<file path="config.mk">
export PLATFORM = sky130hd
export DESIGN_NAME = segment_rectangle_intersect_flat
export DESIGN_NICKNAME = d
export VERILOG_FILES = /design/src/sri_pkg.sv /design/src/sri_in_if.sv /design/src/sri_out_if.sv /design/src/sri_front.sv /design/src/sri_mul.sv /design/src/sri_cmp.sv /design/src/segment_rectangle_intersect.sv /design/src/flat_wrapper.sv
export VERILOG_INCLUDE_DIRS = /design/src /design/src/src
export SDC_FILE = /design/constraint.sdc
export NUM_CORES = 2
export LEC_CHECK = 0
export BUFFER_PORTS_ARGS = -buffer_cell sky130_fd_sc_hd__buf_2
export CAP_MARGIN = 10
export CORE_MARGIN = 2
export CORE_UTILIZATION = 40
export CTS_CLUSTER_DIAMETER = 100
export DETAILED_ROUTE_END_ITERATION = 10
export PLACE_DENSITY = 0.62
export SKIP_CTS_REPAIR_TIMING = 1
export SLEW_MARGIN = 15
export SYNTH_ARGS = -nofsm -noshare
export SYNTH_HDL_FRONTEND = slang
export SYNTH_SLANG_ARGS = --single-unit
</file>
<file path="constraint.sdc">
create_clock -name clk -period 12.6 [get_ports clk]
set_clock_uncertainty 0.1 [all_clocks]
set_input_delay 2.52 -clock clk [delete_from_list [all_inputs] [get_ports clk]]
set_output_delay 2.52 -clock clk [all_outputs]
set_load 0.05 [all_outputs]
</file>
<file path="src/segment_rectangle_intersect_macros.svh">
// assertion macros shared by the segment/rectangle intersection pipeline
// no dependencies; included by files that carry concurrent assertions
`ifndef SEGMENT_RECTANGLE_INTERSECT_MACROS_SVH
`define SEGMENT_RECTANGLE_INTERSECT_MACROS_SVH

// same-cycle implication, ignored while in reset
`define SRI_ASSERT_IMP(label, clk, rst_n, ante, cons, msg) \
  label: assert property (@(posedge clk) disable iff (!(rst_n)) (ante) |-> (cons)) \
    else $error(msg);

// next-cycle implication, ignored while in reset
`define SRI_ASSERT_NXT(label, clk, rst_n, ante, cons, msg) \
  label: assert property (@(posedge clk) disable iff (!(rst_n)) (ante) |=> (cons)) \
    else $error(msg);

`endif

</file>
<file path="src/sri_pkg.sv">
// shared constants and types for the segment/rectangle intersection pipeline
// no dependencies
package sri_pkg;

  // default coordinate width (signed q12.4)
  localparam int COORD_BITS_DEF = 16;

  // per-item decisions that bypass the cross-product test
  typedef struct packed {
    logic miss;  // clipped x-span empty or rectangle inverted in y
    logic vert;  // segment has zero x extent
    logic vhit;  // y-span overlap result for the zero x extent case
  } sri_flags_t;

endpackage

</file>
<file path="src/sri_in_if.sv">
// input channel: rectangle corners and segment endpoints with valid/ready
// depends on nothing
interface sri_in_if #(
  parameter int COORD_BITS = 16
);
  logic                         valid;
  logic                         ready;
  logic signed [COORD_BITS-1:0] rect_min_x;
  logic signed [COORD_BITS-1:0] rect_min_y;
  logic signed [COORD_BITS-1:0] rect_max_x;
  logic signed [COORD_BITS-1:0] rect_max_y;
  logic signed [COORD_BITS-1:0] start_x;
  logic signed [COORD_BITS-1:0] start_y;
  logic signed [COORD_BITS-1:0] end_x;
  logic signed [COORD_BITS-1:0] end_y;

  modport source (
    output valid, rect_min_x, rect_min_y, rect_max_x, rect_max_y,
           start_x, start_y, end_x, end_y,
    input  ready
  );
  modport sink (
    input  valid, rect_min_x, rect_min_y, rect_max_x, rect_max_y,
           start_x, start_y, end_x, end_y,
    output ready
  );
endinterface

</file>
<file path="src/sri_out_if.sv">
// result channel: one hit bit per item with valid/ready
// depends on nothing
interface sri_out_if;
  logic valid;
  logic ready;
  logic hit;

  modport source (output valid, hit, input ready);
  modport sink (input valid, hit, output ready);
endinterface

</file>
<file path="src/sri_front.sv">
// first two pipeline stages: x-span clipping, direction normalize, offsets
// depends on sri_pkg and segment_rectangle_intersect_macros.svh
`include "segment_rectangle_intersect_macros.svh"

module sri_front #(
  parameter int COORD_BITS = sri_pkg::COORD_BITS_DEF
) (
  input  logic                         clk,
  input  logic                         rst_n,
  input  logic                         in_valid,
  output logic                         in_ready,
  input  logic signed [COORD_BITS-1:0] rect_min_x,
  input  logic signed [COORD_BITS-1:0] rect_min_y,
  input  logic signed [COORD_BITS-1:0] rect_max_x,
  input  logic signed [COORD_BITS-1:0] rect_max_y,
  input  logic signed [COORD_BITS-1:0] start_x,
  input  logic signed [COORD_BITS-1:0] start_y,
  input  logic signed [COORD_BITS-1:0] end_x,
  input  logic signed [COORD_BITS-1:0] end_y,
  output logic                         out_valid,
  input  logic                         out_ready,
  output logic signed [COORD_BITS:0]   dlo,
  output logic signed [COORD_BITS:0]   dhi,
  output logic signed [COORD_BITS:0]   etop,
  output logic signed [COORD_BITS:0]   ebot,
  output logic signed [COORD_BITS:0]   dx,
  output logic signed [COORD_BITS:0]   dy,
  output sri_pkg::sri_flags_t          flags
);

  localparam int DW = COORD_BITS + 1;

  // stage 1
  logic                         v1_r;
  logic signed [COORD_BITS-1:0] lo1_r, hi1_r, ylo1_r, yhi1_r;
  logic signed [COORD_BITS-1:0] x1_1_r, y1_1_r, ry0_1_r, ry1_1_r;
  logic signed [DW-1:0]         dx1_r, dy1_r;
  logic                         vert1_r;

  logic signed [COORD_BITS-1:0] xmin, xmax;
  logic signed [COORD_BITS-1:0] lo1_nxt, hi1_nxt, ylo1_nxt, yhi1_nxt;
  logic signed [DW-1:0]         dxr, dyr, dx1_nxt, dy1_nxt;

  // stage 2
  logic                         v2_r;
  logic signed [DW-1:0]         dlo2_r, dhi2_r, etop2_r, ebot2_r, dx2_r, dy2_r;
  sri_pkg::sri_flags_t          flags2_r;

  logic                         rdy1, rdy2;

  assign rdy2     = !v2_r || out_ready;
  assign rdy1     = !v1_r || rdy2;
  assign in_ready = rdy1;

  always_comb begin
    xmin     = (start_x < end_x) ? start_x : end_x;
    xmax     = (start_x < end_x) ? end_x : start_x;
    lo1_nxt  = (xmin < rect_min_x) ? rect_min_x : xmin;
    hi1_nxt  = (xmax > rect_max_x) ? rect_max_x : xmax;
    ylo1_nxt = (start_y < end_y) ? start_y : end_y;
    yhi1_nxt = (start_y < end_y) ? end_y : start_y;
    dxr      = DW'(end_x) - DW'(start_x);
    dyr      = DW'(end_y) - DW'(start_y);
    // make dx non-negative, flip dy along with it
    dx1_nxt  = dxr[DW-1] ? -dxr : dxr;
    dy1_nxt  = dxr[DW-1] ? -dyr : dyr;
  end

  always_ff @(posedge clk) begin
    if (!rst_n) begin
      v1_r <= 1'b0;
    end else if (rdy1) begin
      v1_r <= in_valid;
    end
    if (rdy1 && in_valid) begin
      lo1_r   <= lo1_nxt;
      hi1_r   <= hi1_nxt;
      ylo1_r  <= ylo1_nxt;
      yhi1_r  <= yhi1_nxt;
      x1_1_r  <= start_x;
      y1_1_r  <= start_y;
      ry0_1_r <= rect_min_y;
      ry1_1_r <= rect_max_y;
      dx1_r   <= dx1_nxt;
      dy1_r   <= dy1_nxt;
      vert1_r <= (start_x == end_x);
    end
  end

  always_ff @(posedge clk) begin
    if (!rst_n) begin
      v2_r <= 1'b0;
    end else if (rdy2) begin
      v2_r <= v1_r;
    end
    if (rdy2 && v1_r) begin
      dlo2_r        <= DW'(lo1_r) - DW'(x1_1_r);
      dhi2_r        <= DW'(hi1_r) - DW'(x1_1_r);
      etop2_r       <= DW'(y1_1_r) - DW'(ry1_1_r);
      ebot2_r       <= DW'(y1_1_r) - DW'(ry0_1_r);
      dx2_r         <= dx1_r;
      dy2_r         <= dy1_r;
      flags2_r.miss <= (lo1_r > hi1_r) || (ry0_1_r > ry1_1_r);
      flags2_r.vert <= vert1_r;
      flags2_r.vhit <= (ylo1_r <= ry1_1_r) && (yhi1_r >= ry0_1_r);
    end
  end

  assign out_valid = v2_r;
  assign dlo       = dlo2_r;
  assign dhi       = dhi2_r;
  assign etop      = etop2_r;
  assign ebot      = ebot2_r;
  assign dx        = dx2_r;
  assign dy        = dy2_r;
  assign flags     = flags2_r;

  `SRI_ASSERT_IMP(a_clip_order, clk, rst_n, v2_r && !flags2_r.miss, dlo2_r <= dhi2_r,
    "clipped span inverted without miss flag")
  `SRI_ASSERT_IMP(a_dx_positive, clk, rst_n, v2_r && !flags2_r.vert,
    !dx2_r[DW-1] && (dx2_r != '0), "dx not positive for sloped segment")

endmodule

</file>
<file path="src/sri_mul.sv">
// third pipeline stage: the four cross-product terms
// depends on sri_pkg
module sri_mul #(
  parameter int COORD_BITS = sri_pkg::COORD_BITS_DEF
) (
  input  logic                          clk,
  input  logic                          rst_n,
  input  logic                          in_valid,
  output logic                          in_ready,
  input  logic signed [COORD_BITS:0]    dlo,
  input  logic signed [COORD_BITS:0]    dhi,
  input  logic signed [COORD_BITS:0]    etop,
  input  logic signed [COORD_BITS:0]    ebot,
  input  logic signed [COORD_BITS:0]    dx,
  input  logic signed [COORD_BITS:0]    dy,
  input  sri_pkg::sri_flags_t           in_flags,
  output logic                          out_valid,
  input  logic                          out_ready,
  output logic signed [2*COORD_BITS+1:0] pa,
  output logic signed [2*COORD_BITS+1:0] pb,
  output logic signed [2*COORD_BITS+1:0] pc,
  output logic signed [2*COORD_BITS+1:0] pd,
  output sri_pkg::sri_flags_t           out_flags
);

  localparam int PW = 2 * COORD_BITS + 2;

  logic                 v_r;
  logic signed [PW-1:0] pa_r, pb_r, pc_r, pd_r;
  logic signed [PW-1:0] pa_nxt, pb_nxt, pc_nxt, pd_nxt;
  sri_pkg::sri_flags_t  flags_r;

  assign in_ready = !v_r || out_ready;

  // products fit exactly in PW bits
  always_comb begin
    pa_nxt = PW'(dy) * PW'(dlo);
    pb_nxt = PW'(dy) * PW'(dhi);
    pc_nxt = PW'(etop) * PW'(dx);
    pd_nxt = PW'(ebot) * PW'(dx);
  end

  always_ff @(posedge clk) begin
    if (!rst_n) begin
      v_r <= 1'b0;
    end else if (in_ready) begin
      v_r <= in_valid;
    end
    if (in_ready && in_valid) begin
      pa_r    <= pa_nxt;
      pb_r    <= pb_nxt;
      pc_r    <= pc_nxt;
      pd_r    <= pd_nxt;
      flags_r <= in_flags;
    end
  end

  assign out_valid = v_r;
  assign pa        = pa_r;
  assign pb        = pb_r;
  assign pc        = pc_r;
  assign pd        = pd_r;
  assign out_flags = flags_r;

endmodule

</file>
<file path="src/sri_cmp.sv">
// last pipeline stage: cross-product signs, final decision, output register
// depends on sri_pkg and segment_rectangle_intersect_macros.svh
`include "segment_rectangle_intersect_macros.svh"

module sri_cmp #(
  parameter int COORD_BITS = sri_pkg::COORD_BITS_DEF
) (
  input  logic                           clk,
  input  logic                           rst_n,
  input  logic                           in_valid,
  output logic                           in_ready,
  input  logic signed [2*COORD_BITS+1:0] pa,
  input  logic signed [2*COORD_BITS+1:0] pb,
  input  logic signed [2*COORD_BITS+1:0] pc,
  input  logic signed [2*COORD_BITS+1:0] pd,
  input  sri_pkg::sri_flags_t            in_flags,
  output logic                           out_valid,
  input  logic                           out_ready,
  output logic                           hit
);

  localparam int SW = 2 * COORD_BITS + 3;

  logic                 v_r;
  logic                 hit_r;
  logic                 hit_nxt;
  logic signed [SW-1:0] s_lo_top, s_hi_top, s_lo_bot, s_hi_bot;
  logic                 below_top, above_bot;

  assign in_ready = !v_r || out_ready;

  // line y at clipped x versus the y bounds, scaled by dx
  always_comb begin
    s_lo_top  = SW'(pa) + SW'(pc);
    s_hi_top  = SW'(pb) + SW'(pc);
    s_lo_bot  = SW'(pa) + SW'(pd);
    s_hi_bot  = SW'(pb) + SW'(pd);
    below_top = s_lo_top[SW-1] || (s_lo_top == '0) ||
                s_hi_top[SW-1] || (s_hi_top == '0);
    above_bot = !s_lo_bot[SW-1] || !s_hi_bot[SW-1];
    if (in_flags.miss) begin
      hit_nxt = 1'b0;
    end else if (in_flags.vert) begin
      hit_nxt = in_flags.vhit;
    end else begin
      hit_nxt = below_top && above_bot;
    end
  end

  always_ff @(posedge clk) begin
    if (!rst_n) begin
      v_r <= 1'b0;
    end else if (in_ready) begin
      v_r <= in_valid;
    end
    if (in_ready && in_valid) begin
      hit_r <= hit_nxt;
    end
  end

  assign out_valid = v_r;
  assign hit       = hit_r;

  `SRI_ASSERT_NXT(a_miss_clears_hit, clk, rst_n, in_valid && in_ready && in_flags.miss,
    v_r && !hit_r, "missed item produced a hit")
  `SRI_ASSERT_NXT(a_vert_passes_vhit, clk, rst_n,
    in_valid && in_ready && !in_flags.miss && in_flags.vert,
    v_r && (hit_r == $past(in_flags.vhit)), "vertical segment result not taken from y overlap")

endmodule

</file>
<file path="src/segment_rectangle_intersect.sv">
// segment versus axis-aligned rectangle hit test, four-stage pipeline
// depends on sri_pkg, sri_in_if, sri_out_if, sri_front, sri_mul, sri_cmp
//
// usage
//   in_ch  : one transfer carries a rectangle (min/max corners) and a segment
//            (two endpoints), all signed q12.4, COORD_BITS wide
//   out_ch : one transfer per input item carries hit, 1 when the segment
//            touches or crosses the rectangle, edges included
//   results leave in the order the items came in
// pipeline: one register stage each for clipping, offsets, products and
//   the sign test
// throughput: one item per cycle while out_ch.ready stays high, set by the
//   single multiplier stage that forms all four cross products in parallel
// stall: when out_ch.ready is low the output holds; upstream stages keep
//   filling empty slots, so in_ch.ready drops only once all four stages
//   hold items; nothing is dropped or repeated
// reset: synchronous, active low rst_n clears every stage valid bit, so no
//   result is shown until new items are taken
module segment_rectangle_intersect #(
  parameter int COORD_BITS = sri_pkg::COORD_BITS_DEF
) (
  input  logic      clk,
  input  logic      rst_n,
  sri_in_if.sink    in_ch,
  sri_out_if.source out_ch
);

  // front -> multiplier stage
  logic                           fm_valid, fm_ready;
  logic signed [COORD_BITS:0]     fm_dlo, fm_dhi, fm_etop, fm_ebot, fm_dx, fm_dy;
  sri_pkg::sri_flags_t            fm_flags;

  // multiplier -> compare stage
  logic                           mc_valid, mc_ready;
  logic signed [2*COORD_BITS+1:0] mc_pa, mc_pb, mc_pc, mc_pd;
  sri_pkg::sri_flags_t            mc_flags;

  // clip x-span, normalize direction, form offsets from the first endpoint
  sri_front #(
    .COORD_BITS (COORD_BITS)
  ) u_front (
    .clk        (clk),
    .rst_n      (rst_n),
    .in_valid   (in_ch.valid),
    .in_ready   (in_ch.ready),
    .rect_min_x (in_ch.rect_min_x),
    .rect_min_y (in_ch.rect_min_y),
    .rect_max_x (in_ch.rect_max_x),
    .rect_max_y (in_ch.rect_max_y),
    .start_x    (in_ch.start_x),
    .start_y    (in_ch.start_y),
    .end_x      (in_ch.end_x),
    .end_y      (in_ch.end_y),
    .out_valid  (fm_valid),
    .out_ready  (fm_ready),
    .dlo        (fm_dlo),
    .dhi        (fm_dhi),
    .etop       (fm_etop),
    .ebot       (fm_ebot),
    .dx         (fm_dx),
    .dy         (fm_dy),
    .flags      (fm_flags)
  );

  // dy*(x-x1) at both clipped ends and (y1-yb)*dx for both y bounds
  sri_mul #(
    .COORD_BITS (COORD_BITS)
  ) u_mul (
    .clk       (clk),
    .rst_n     (rst_n),
    .in_valid  (fm_valid),
    .in_ready  (fm_ready),
    .dlo       (fm_dlo),
    .dhi       (fm_dhi),
    .etop      (fm_etop),
    .ebot      (fm_ebot),
    .dx        (fm_dx),
    .dy        (fm_dy),
    .in_flags  (fm_flags),
    .out_valid (mc_valid),
    .out_ready (mc_ready),
    .pa        (mc_pa),
    .pb        (mc_pb),
    .pc        (mc_pc),
    .pd        (mc_pd),
    .out_flags (mc_flags)
  );

  // exact sign tests and final hit, drives the output register
  sri_cmp #(
    .COORD_BITS (COORD_BITS)
  ) u_cmp (
    .clk       (clk),
    .rst_n     (rst_n),
    .in_valid  (mc_valid),
    .in_ready  (mc_ready),
    .pa        (mc_pa),
    .pb        (mc_pb),
    .pc        (mc_pc),
    .pd        (mc_pd),
    .in_flags  (mc_flags),
    .out_valid (out_ch.valid),
    .out_ready (out_ch.ready),
    .hit       (out_ch.hit)
  );

endmodule

</file>
<file path="src/flat_wrapper.sv">
// flat-port wrapper written by rule: the top's interface ports become plain ports
module segment_rectangle_intersect_flat 
#(
  parameter int COORD_BITS = sri_pkg::COORD_BITS_DEF
)
  (clk, rst_n, in_ch_valid, in_ch_rect_min_x, in_ch_rect_min_y, in_ch_rect_max_x, in_ch_rect_max_y, in_ch_start_x, in_ch_start_y, in_ch_end_x, in_ch_end_y, in_ch_ready, out_ch_valid, out_ch_hit, out_ch_ready);
  sri_in_if #(.COORD_BITS(COORD_BITS)) in_ch_i ();
  sri_out_if out_ch_i ();
  input  logic clk;
  input  logic rst_n;
  input wire logic [$bits(in_ch_i.valid)-1:0] in_ch_valid;
  input wire logic [$bits(in_ch_i.rect_min_x)-1:0] in_ch_rect_min_x;
  input wire logic [$bits(in_ch_i.rect_min_y)-1:0] in_ch_rect_min_y;
  input wire logic [$bits(in_ch_i.rect_max_x)-1:0] in_ch_rect_max_x;
  input wire logic [$bits(in_ch_i.rect_max_y)-1:0] in_ch_rect_max_y;
  input wire logic [$bits(in_ch_i.start_x)-1:0] in_ch_start_x;
  input wire logic [$bits(in_ch_i.start_y)-1:0] in_ch_start_y;
  input wire logic [$bits(in_ch_i.end_x)-1:0] in_ch_end_x;
  input wire logic [$bits(in_ch_i.end_y)-1:0] in_ch_end_y;
  output wire logic [$bits(in_ch_i.ready)-1:0] in_ch_ready;
  output wire logic [$bits(out_ch_i.valid)-1:0] out_ch_valid;
  output wire logic [$bits(out_ch_i.hit)-1:0] out_ch_hit;
  input wire logic [$bits(out_ch_i.ready)-1:0] out_ch_ready;
  assign in_ch_i.valid = in_ch_valid;
  assign in_ch_i.rect_min_x = in_ch_rect_min_x;
  assign in_ch_i.rect_min_y = in_ch_rect_min_y;
  assign in_ch_i.rect_max_x = in_ch_rect_max_x;
  assign in_ch_i.rect_max_y = in_ch_rect_max_y;
  assign in_ch_i.start_x = in_ch_start_x;
  assign in_ch_i.start_y = in_ch_start_y;
  assign in_ch_i.end_x = in_ch_end_x;
  assign in_ch_i.end_y = in_ch_end_y;
  assign in_ch_ready = in_ch_i.ready;
  assign out_ch_valid = out_ch_i.valid;
  assign out_ch_hit = out_ch_i.hit;
  assign out_ch_i.ready = out_ch_ready;
  segment_rectangle_intersect #(.COORD_BITS(COORD_BITS)) u_core (.clk(clk), .rst_n(rst_n), .in_ch(in_ch_i), .out_ch(out_ch_i));
endmodule
</file>
After elaboration in Yosys (flattened, before gate mapping)
Cells that the tools add are included.
- latch bits: 0
- flip-flop bits (word level): 412
- input bits: 132
- bits in read-only memories: 0
- memories: 0
- bits in writable memories: 0
- output and inout bits: 3
- multiply operators: 4
- muxes and demuxes: 9
- eq/ne operators: 1
- $lt $le $gt $ge: 8
- div/mod/pow operators: 0
- add/subtract/negate cells: 12
- bitwise operators: 0
- reductions and logical operators: 23
- shifts and indexed selects: 0
- operator list (operator ; count):
    $add A34 B34 Y35 ; 4
    $mul A17 B17 Y34 ; 4
    $mux W16 ; 7
    $sub A16 B16 Y17 ; 6
    $logic_not A35 Y1 ; 2
    $gt A16 B16 Y1 ; 3
    $lt A16 B16 Y1 ; 3
    $neg A17 Y17 ; 2
    $mux W17 ; 1
    $eq A16 B16 Y1 ; 1
    $ge A16 B16 Y1 ; 1
    $le A16 B16 Y1 ; 1
    $logic_or A1 B1 Y1 ; 9
    $logic_and A1 B1 Y1 ; 6
    $logic_not A1 Y1 ; 6
    $mux W1 ; 1

Logic depth before layout (Yosys ltp)
- depth in word-level cells: 7
- depth in mapped cells: 28
- mapped depth without buffers: 26

Cells and area by module
A second synthesis with hierarchy kept.
- cell total of the unflattened synthesis: 7330
- area total of the unflattened synthesis: 71025.6 sq um
- modules (own cells, without submodules) (module ; cells each ; instances ; area an instance (sq um)):
    sri_mul ; 4875 ; 1 ; 47521.8
    sri_front ; 1602 ; 1 ; 17479.3
    sri_cmp ; 853 ; 1 ; 6024.5

Worst setup path before layout
No wires, ideal clock.
- path kind: input port to flip-flop
- from: input out_ch_ready
- to: register u_core.u_front.dx1_r[0] (enable)
- stages: 3
- slack: 782 ps
- arrival time: 10935 ps
- required time: 11717 ps
- cell sequence: nor2b_1 -> and2_0 -> a31oi_1
- word-level cells in the longest chain between the ends: 5
- RTL lines (element ; line ; RTL):
    from (decl) ; flat_wrapper.sv:23 ; input wire logic [$bits(out_ch_i.ready)-1:0] out_ch_ready;
    $logic_or A1 B1 Y1 ; sri_cmp.sv:30 ; assign in_ready = !v_r || out_ready;
    $logic_or A1 B1 Y1 ; sri_mul.sv:33 ; assign in_ready = !v_r || out_ready;
    $logic_or A1 B1 Y1 ; sri_front.sv:51 ; assign rdy2 = !v2_r || out_ready;
    $logic_or A1 B1 Y1 ; sri_front.sv:52 ; assign rdy1 = !v1_r || rdy2;
    $logic_and A1 B1 Y1 ; sri_front.sv:75 ; if (rdy1 && in_valid) begin
    to (signal assigned) ; sri_front.sv:84 ; dx1_r <= dx1_nxt;
    to (decl) ; sri_front.sv:37 ; logic signed [DW-1:0] dx1_r, dy1_r;
No other way between the ends.
A chain may end at the register's enable or synchronous reset.

Worst setup path after layout
- from: register u_core.u_front.dx2_r[16], in the netlist u_core.u_front.dx[16]
- to: register u_core.u_mul.pd_r[33], in the netlist u_core.u_mul.pd[33] (data pin)
- word-level cells in the longest chain between the ends: 1
- RTL lines (element ; line ; RTL):
    from (decl) ; sri_front.sv:46 ; logic signed [DW-1:0] dlo2_r, dhi2_r, etop2_r, ebot2_r, dx2_r, dy2_r;
    from (signal assigned) ; sri_front.sv:101 ; dx2_r <= dx1_r;
    $mul A17 B17 Y34 ; sri_mul.sv:40 ; pd_nxt = PW'(ebot) * PW'(dx);
    named net u_core.u_mul.pd_nxt[33] ; sri_mul.sv:30 ; logic signed [PW-1:0] pa_nxt, pb_nxt, pc_nxt, pd_nxt;
    to (signal assigned) ; sri_mul.sv:53 ; pd_r <= pd_nxt;
    to (decl) ; sri_mul.sv:29 ; logic signed [PW-1:0] pa_r, pb_r, pc_r, pd_r;
The timed path passes the listed nets, and every way through them passes these cells.

==> results.md <==
- Status: completed
- Achievable frequency: 125 MHz
- CTS Sinks: 412
- Die Wd: 420 µm
- Starting Density: 0.403
- Commonest non-fill, non-tap cell in the layout: inv_1
- Mux share of post-synthesis cell area: 0.0119
- Setup TNS: 0 ps
- DRT Pass-1 Iters: 5
- H-tree Lvls: 2
- Vias per cell: 5.17
- Final net count: 9160
- Final Max Tran Viols: 0
- Synth Area in Compound Gates: 0.0797
- Cell row count: between 150 and 200
- Initial antenna violation count: 9
- Wirelength per Cell: 19.0 µm
- Top-area cell type share of the netlist area: 0.345
- GPL Wtd Cong: 0.912
- Yosys cell types: 81
- I/O Buffers: 134
- Crit path max fanout: 15
- CTS buffer count: 54
- Final period util: 0.634
- Yosys warns: 0
- Mean post-synth cell area: 9.72 µm²
- Worst Tran Pin Value: 1210 ps
- Routed WL: ~180000 µm
- Crit path DAT: 8320 ps
- Grt ovf: 0
- Layout cell share with drive strength beyond 1: 0.0530
- Synthesis-stage register bit count: 412
- Finished Core Util: 0.434
- Final setup fails: 0
- Fraction of registers with async set/reset: 0
- CTS root buf: clkbuf_16
- Synth area leaders: fa_1, edfxtp_1, ha_1
- DRT iter0 DRCs: 3164
- Largest net degree at the start of global routing: 147
- Path depth of the worst reg2reg path: 23
- Synth area leader: fa_1
- Top_reg_cell synth: edfxtp_1
- Critical Path End Type: register
- Top Usage Layer GRT: met2
- Post-DP HPWL: 146000 µm
- Syn nets: about 9.1k
- First-pass GRT wire length: 294000 µm
- Clock Latency Late Sink: 710 ps
- # Max-Cap Violations: 0
- Clock-pin slew on the worst setup and hold paths: approximately 70 ps
- Post-synthesis xor/xnor area fraction: 0.0310
- Area growth syn-to-layout: 7.64%
- Area of the core: between 0.15 and 0.2 mm²
- Minimum clock period after layout: 7980 ps
- Grt met3 use: 0.0252
- Post-synth EDFFs: 408
- Hold path cells: 0
- Largest family of logic cells by synthesized area: adder cells
- CTS tree: built
- Routed Antenna Nets: 0
- Critical Path Start Type: register
- Most frequent cells in the layout: inv_1, fa_1, nand2_1
- Met1 Use GR: 0.278
- WP data required: 12930 ps
- Boundary Pins: 135
- RSZ-0062 raised after global routing: false
- Gr usage total: 0.213
- Worst min path class: reg -> reg
- Post-synthesis sequential area ratio: 0.178
- Die height: 420 µm
- Number of global-route vias before repair: ~53k
- Clock tree buffer depth: 3
- Met2 GRT Util: 0.364
- Syn Inst Count: 7122
- Post-synthesis cell area: roughly 0.069 mm²
- Max-slew headroom: 0.193
- Post-Synth Adder-Cell Area: 0.466
- Die ar.: 0.176 mm²
- Post-Synth Simple-Gate Area: 0.141
- Critical path type: reg -> reg
- Via count: 49.3k
- Residual DRC: 0
- Hold Fails Final Rpt: 0
## cells in the mapped netlist, drive strengths merged, types with 32 or more instances
cell type,number
edfxtp,408
nand2,705
a21boi,32
nand2b,66
nor2,271
a21o,71
o21a,42
and2,588
nand4,45
inv,1491
nor3,71
xnor2,195
nand3,57
a211oi,38
a21oi,228
ha,668
clkbuf,199
nor2b,63
o21ai,226
xor2,50
fa,1192
mux2,64
## final timing paths
kind                                               from                    to  slack (ps)
worst min-delay path            u_core.u_front.dx1_r[1]  u_core.u_front.dx[1]         320
worst max-delay path              u_core.u_front.dx[16]   u_core.u_mul.pd[33]        4620
worst min register to register  u_core.u_front.dx1_r[1]  u_core.u_front.dx[1]         320
worst max register to register    u_core.u_front.dx[16]   u_core.u_mul.pd[33]        4620
## worst max-delay path: stages (launching register included)
cell	delay, ps
edfxtp_1	670
clkinv_1	670
buf_4	440
nor2_1	150
fa_1	450
fa_1	460
fa_1	520
fa_1	430
fa_1	490
inv_1	50
fa_1	480
inv_1	40
ha_1	320
and2_1	220
o21ai_0	110
a211oi_1	620
a22o_1	310
nor4_1	60
a21oi_1	250
a41oi_1	210
a21oi_1	230
and4_1	240
a2111oi_2	50
xnor2_1	120
## metal layers
metal / vias to the layer above / share of wire
met2: 1397 / 0.49
li1: 22650 / -
met1: 24903 / 0.42
met4: 14 / 0.039
met5: - / 0.00044
met3: 286 / 0.053
## logic make-up after synthesis
group                      count (synthesis)
buffers and inverters                   1699
AOI/OAI and AO/OA                        863
muxes                                     74
and+or+nand+nor                         1969
xor gates and xnor gates                 245
DFF                                      412
adders and majority gates               1860
## final cells by class
| type | count | area, µm² |
|---|---|---|
| timing repair buffer | 197 | 1180 |
| clock buffer | 60 | 1370 |
| sequential | 412 | 12300 |
| multi-input combinational | 5011 | 50500 |
| inverter | 1492 | 5600 |
| clock inverter | 42 | 579 |
| antenna | 2 | 5.00 |
| tap | 2310 | 2890 |
| fill | 16525 | 97300 |
## stage by stage
stage | hold slack (ps) | instances | worst slack (ps) | instance area (µm²)
global placement | 302 | 9420 | 4830 | 72500
CTS | 321 | 9522 | 4670 | 74400
detailed placement | 305 | 9420 | 4680 | 72500
global route | 340 | 9524 | 4280 | 74500
floorplan | 300 | 7122 | 782 | 69200
finish | 321 | 9526 | 4620 | 74500
## sequential cells by signal, indices dropped and copies added, names as in the netlist, 16 cells and up
| name | cells |
|---|---|
| u_core.u_front.dhi | 17 |
| u_core.u_front.dlo | 17 |
| u_core.u_front.dx | 17 |
| u_core.u_front.dx1_r | 17 |
| u_core.u_front.dy | 17 |
| u_core.u_front.dy1_r | 17 |
| u_core.u_front.ebot | 17 |
| u_core.u_front.etop | 17 |
| u_core.u_front.hi1_r | 16 |
| u_core.u_front.lo1_r | 16 |
| u_core.u_front.ry0_1_r | 16 |
| u_core.u_front.ry1_1_r | 16 |
| u_core.u_front.x1_1_r | 16 |
| u_core.u_front.y1_1_r | 16 |
| u_core.u_front.yhi1_r | 16 |
| u_core.u_front.ylo1_r | 16 |
| u_core.u_mul.pa | 34 |
| u_core.u_mul.pb | 34 |
| u_core.u_mul.pc | 34 |
| u_core.u_mul.pd | 34 |
Power is not shown: default switching activity piles up to over one toggle a cycle in this logic, so the estimate is an artifact.
